## src/ricl_pkg.sv

```systemverilog
// Shared types, codes and beat layout for the run interval calibration lookup.
package ricl_pkg;

	// Request kinds carried on the slave-side tuser
	localparam logic REQ_INSERT = 1'b0;
	localparam logic REQ_QUERY  = 1'b1;

	// Result status codes
	localparam logic [1:0] ST_OK      = 2'd0;
	localparam logic [1:0] ST_BAD_DET = 2'd1;
	localparam logic [1:0] ST_NO_HIT  = 2'd2;
	localparam logic [1:0] ST_FULL    = 2'd3;

	// Largest distance that still makes an entry a usable nearest match
	localparam int          FIELD_RUN_W  = 20;
	localparam logic [19:0] MAX_DISTANCE = 20'd999999;

	// Field widths
	localparam int DET_W    = 2;
	localparam int RING_W   = 7;
	localparam int FACTOR_W = 24;
	localparam int STATUS_W = 2;

	// Slave-side tdata layout, lowest bit first
	localparam int DET_LSB    = 0;
	localparam int RING_LSB   = DET_LSB + DET_W;
	localparam int START_LSB  = RING_LSB + RING_W;
	localparam int END_LSB    = START_LSB + FIELD_RUN_W;
	localparam int FACTOR_LSB = END_LSB + FIELD_RUN_W;
	localparam int RUN_LSB    = FACTOR_LSB + FACTOR_W;
	localparam int S_DATA_W   = 96;
	localparam int S_USER_W   = 1;
	localparam int M_DATA_W   = 24;
	localparam int M_USER_W   = 3;

	// Controller states
	typedef enum logic [2:0] {
		S_IDLE,
		S_COUNT,
		S_SCAN,
		S_DRAIN,
		S_FINISH
	} state_t;

	// Commands from the controller to the datapath
	typedef struct packed {
		logic load_req;
		logic cnt_read;
		logic scan_en;
		logic finish;
	} cmd_t;

	// Status from the datapath to the controller
	typedef struct packed {
		logic bad_req;
		logic scan_done;
		logic out_free;
	} sts_t;

endpackage

```

## src/ricl_ctrl.sv

```systemverilog
// Controller state machine that sequences count read, table scan and result.
module ricl_ctrl
	import ricl_pkg::*;
(
	input  logic   clk,
	input  logic   arst_n,
	input  logic   s_tvalid,
	output logic   s_tready,
	input  sts_t   sts,
	output cmd_t   cmd
);

	state_t state_q;
	state_t state_nxt;

	// State register
	always_ff @(posedge clk or negedge arst_n) begin
		if (!arst_n) begin
			state_q <= S_IDLE;
		end else begin
			state_q <= state_nxt;
		end
	end

	// Next state
	always_comb begin
		state_nxt = state_q;
		unique case (state_q)
			S_IDLE: begin
				if (s_tvalid) state_nxt = S_COUNT;
			end
			S_COUNT: begin
				state_nxt = sts.bad_req ? S_FINISH : S_SCAN;
			end
			S_SCAN: begin
				if (sts.scan_done) state_nxt = S_DRAIN;
			end
			S_DRAIN: begin
				state_nxt = S_FINISH;
			end
			S_FINISH: begin
				if (sts.out_free) state_nxt = S_IDLE;
			end
			default: state_nxt = S_IDLE;
		endcase
	end

	// Outputs
	always_comb begin
		s_tready     = 1'b0;
		cmd          = '0;
		unique case (state_q)
			S_IDLE: begin
				s_tready     = 1'b1;
				cmd.load_req = s_tvalid;
			end
			S_COUNT: begin
				cmd.cnt_read = 1'b1;
			end
			S_SCAN: begin
				cmd.scan_en = !sts.scan_done;
			end
			S_DRAIN: begin
			end
			S_FINISH: begin
				cmd.finish = sts.out_free;
			end
			default: begin
			end
		endcase
	end

endmodule

```

## config.mk

```make
export PLATFORM = sky130hd
export DESIGN_NAME = ricl_ctrl
export DESIGN_NICKNAME = d
export VERILOG_FILES = /design/src/ricl_pkg.sv /design/src/ricl_ctrl.sv
export SDC_FILE = /design/constraint.sdc
export NUM_CORES = 1
export LEC_CHECK = 0
export BUFFER_PORTS_ARGS = -buffer_cell sky130_fd_sc_hd__clkbuf_2
export CORE_AREA = 4 4 41 43
export CTS_CLUSTER_DIAMETER = 120
export DETAILED_ROUTE_END_ITERATION = 12
export DIE_AREA = 0 0 45 47
export MAX_ROUTING_LAYER = met4
export PLACE_DENSITY = 0.36
export SLEW_MARGIN = 20
export SYNTH_ARGS = -nofsm -noshare
export SYNTH_HDL_FRONTEND = slang
export SYNTH_SLANG_ARGS = --single-unit
```

## constraint.sdc

```tcl
create_clock -name clk -period 3.5 [get_ports clk]
set_clock_uncertainty 0.05 [all_clocks]
set_input_delay 0.7 -clock clk [delete_from_list [all_inputs] [get_ports clk]]
set_output_delay 0.7 -clock clk [all_outputs]
set_load 0.005 [all_outputs]
```

==> flow_metrics.py <==
metrics = {
    "clock_network": {
        "cts_setup_buffers": 0,
        "numCtsBuffers": 3,
        "root_buffer": "clkbuf_4",
        "ctsResizeCount": 0,
        "insertion_delay_ns": 0.23,
        "cts_buffer_depth": 2,
        "cts_tree": "done",
        "cts-hold-fix-buffers": 0,
        "cts_num_sinks": 3,
        "path_clk_slew_ns": 0.03,
        "cts.htree.levels": 1,
    },
    "power_and_ir_drop": {
        "switchingPower_uw": 81.9,
        "pwr-share-comb": 0.378,
        "p_sw_frac": 0.366,
        "power_leakage_nw": 0.127,
        "vdd_drop_max_v": 0.000193,
        "p_seq_frac": 0.362,
        "power_density_nw_per_um2": 841,
        "p_clk_frac": 0.260,
        "p_int_uw": 142,
    },
    "cells_and_area": {
        "max_flop_register": "state_q",
        "nNetsFinal": 38,
        "largestRegisters": "state_q (3)",
        "final_util": 0.205,
        "largest_reg_flops": 3,
        "syn_to_final_growth_pct": 45.9,
        "diodes": 0,
        "drive_above_1_share": 0.484,
        "final_area_um2": 267,
    },
    "yosys": {
        "yosys.area_share.xor_xnor": 0,
        "synth_top_family_by_area": "simple AND/OR/NAND/NOR gates",
        "syn_area_um2": 183,
        "ys_seq_area_frac": 0.411,
        "synth_nets": 24,
        "synth.area.mux_share": 0.0548,
        "syn_area_per_cell_um2": 10.1,
        "netlist-cell-type-count": 13,
        "syn_inst": 18,
        "synthAdderAreaFrac": 0,
        "synth_simple_gate_area_frac": 0.377,
        "ys_ff_latch": 3,
        "synth_compound_area_frac": 0.0959,
        "synth_warnings": 0,
    },
    "worst_setup_path": {
        "rr_worst_depth": 2,
        "crit_top_cell": "clkbuf_2",
        "setup.worst_path.class": "in2out",
        "critPathCaptureType": "output pin",
        "crit_fanout": 2,
        "cpMaxStageDelayCell": "nor4b_1",
        "crit_chain": "clkbuf_2 > nor4b_1 > clkbuf_2",
        "cp.depth": 3,
        "crit_required_ns": 2.75,
        "cp-start-kind": "input pin",
        "r2r-start": "state_q[1]",
        "crit_start": "sts[1]",
        "max_stage_delay_ns": 0.25,
        "arrival_ns": 1.20,
        "critPathTopFamily": "buffers and inverters",
        "crit_buf_inv": 2,
    },
    "sta": {
        "relSlewSlack": 0.827,
        "clock.fmax_ghz": 0.513,
        "hold_viol_final": 0,
        "grt_setup_unrepaired": "false",
        "setup_viol": 0,
        "fin_crit_ns": 1.95,
        "final_max_slew_viol_count": 0,
        "setup_ws_ns": 1.55,
        "worstMarginPinSlew_ns": 0.255,
        "period_share": 0.557,
        "tns_ns": 0,
        "whs_ns": 0.212,
    },
    "routing": {
        "drt_iter0_drc": 4,
        "wl_per_cell_um": 9.37,
        "dr.pass1.iters": 3,
        "viasPerCell": 3.96,
        "num_vias": 182,
        "ant_nets": 0,
        "drc_errors": 0,
        "totalWireLength_um": 431,
    },
    "floorplanning": {
        "die_w_um": 45,
        "num_io_pins": 11,
        "coreArea_um2": 1300,
        "die_h_um": 47,
        "die-area_um2": 2120,
        "initial_utilization": 0.140,
        "num_rows": 13,
    },
    "place": {
        "hpwl_um": 357,
        "post-place-ws_ns": 1.54,
        "io_buffers": 10,
        "gp_congestion": 0.630,
        "place_area_um2": 240,
    },
    "global_routing": {
        "grt_pass1_wl_um": 724,
        "grt_pass1_vias": 182,
        "grt_antenna_before_repair": 0,
        "overflow": 0,
        "grt.total_usage": 0.0507,
        "grt_max_degree": 10,
    },
    "min_path": {
        "hp-class": "in2async",
    },
    "job": {
        "drv_cap": 0,
    },
    "outcome": {
        "outcome": "finished, final reports clean",
    },
}
-- cells in the final DEF, fill, tap and decap left out --
cell type / Yosys / final
nor3_1: 3 / 3
nor4b_1: 1 / 1
o32ai_1: 1 / 1
nor2_1: 2 / 2
nand2b_1: 1 / 1
or4b_4: 1 / 1
or2b_1: 1 / 1
nand2_1: 1 / 1
mux2i_1: 1 / 1
clkbuf_4: 0 / 3
dfrtp_1: 3 / 3
clkbuf_2: 0 / 10
and2_1: 1 / 1
clkbuf_1: 0 / 1
o21ai_2: 1 / 1
-- routing by layer --
metal	routed length [um]	GRT usage	vias up
li1	-	-	91
met1	188	0.0549	85
met2	224	0.0734	6
met3	17	0.0115	0
met4	0	0.0526	0
met5	0	-	-
-- cells by family after synthesis --
| group | count (synthesis) |
|---|---|
| and+or+nand+nor | 11 |
| muxes | 1 |
| buffers and inverters | 1 |
| AOI/OAI and AO/OA | 2 |
| DFF | 3 |
-- Yosys cell counts (all sizes together) --
cell    n  area (um^2)
dfrtp   3         75.1
nor3    3         15.0
nor2    2         7.51
and2    1         6.26
buf     1         11.3
mux2i   1         10.0
nand2   1         3.75
nand2b  1         6.26
nor4b   1         8.76
o21ai   1         8.76
o32ai   1         8.76
or2b    1         7.51
or4b    1         13.8
-- layout make-up --
| class | instances | area [um^2] |
|---|---|---|
| clock buffer | 4 | 26.3 |
| fill | 160 | 1030 |
| multi-input combinational | 14 | 96.3 |
| sequential | 3 | 75.1 |
| tap | 15 | 18.8 |
| timing repair buffer | 10 | 50.0 |
-- metrics by stage --
stage               instances  total power [mW]
floorplan                  18             0.135
global placement           42             0.167
detailed placement         42             0.169
CTS                        46             0.230
global route               46             0.245
finish                     46             0.224
-- power by group through the flow --
stage | logic [mW] | clock network [mW] | registers, mW
after CTS | 0.0868 | 0.0609 | 0.0817
after global placement | 0.0853 | 0 | 0.0818
final | 0.0847 | 0.0582 | 0.0811
after detailed placement | 0.0865 | 0 | 0.0823
after floorplan | 0.0675 | 0 | 0.0676
after global routing | 0.0928 | 0.0655 | 0.0868
-- worst register-to-register path: stages (launching register included) --
cell	delay, ns
dfrtp_1	0.46
or4b_4	0.55
o21ai_2	0.07
-- final timing paths --
path                              end  slack (ns)
setup / recovery               cmd[1]        1.55
setup reg to reg           state_q[2]        2.31
min in group clk           state_q[0]        0.52
hold reg to reg            state_q[0]        0.52
hold / removal             state_q[2]        0.21
max in group asynchronous  state_q[1]        3.08
(Power assumes the default switching activity.)
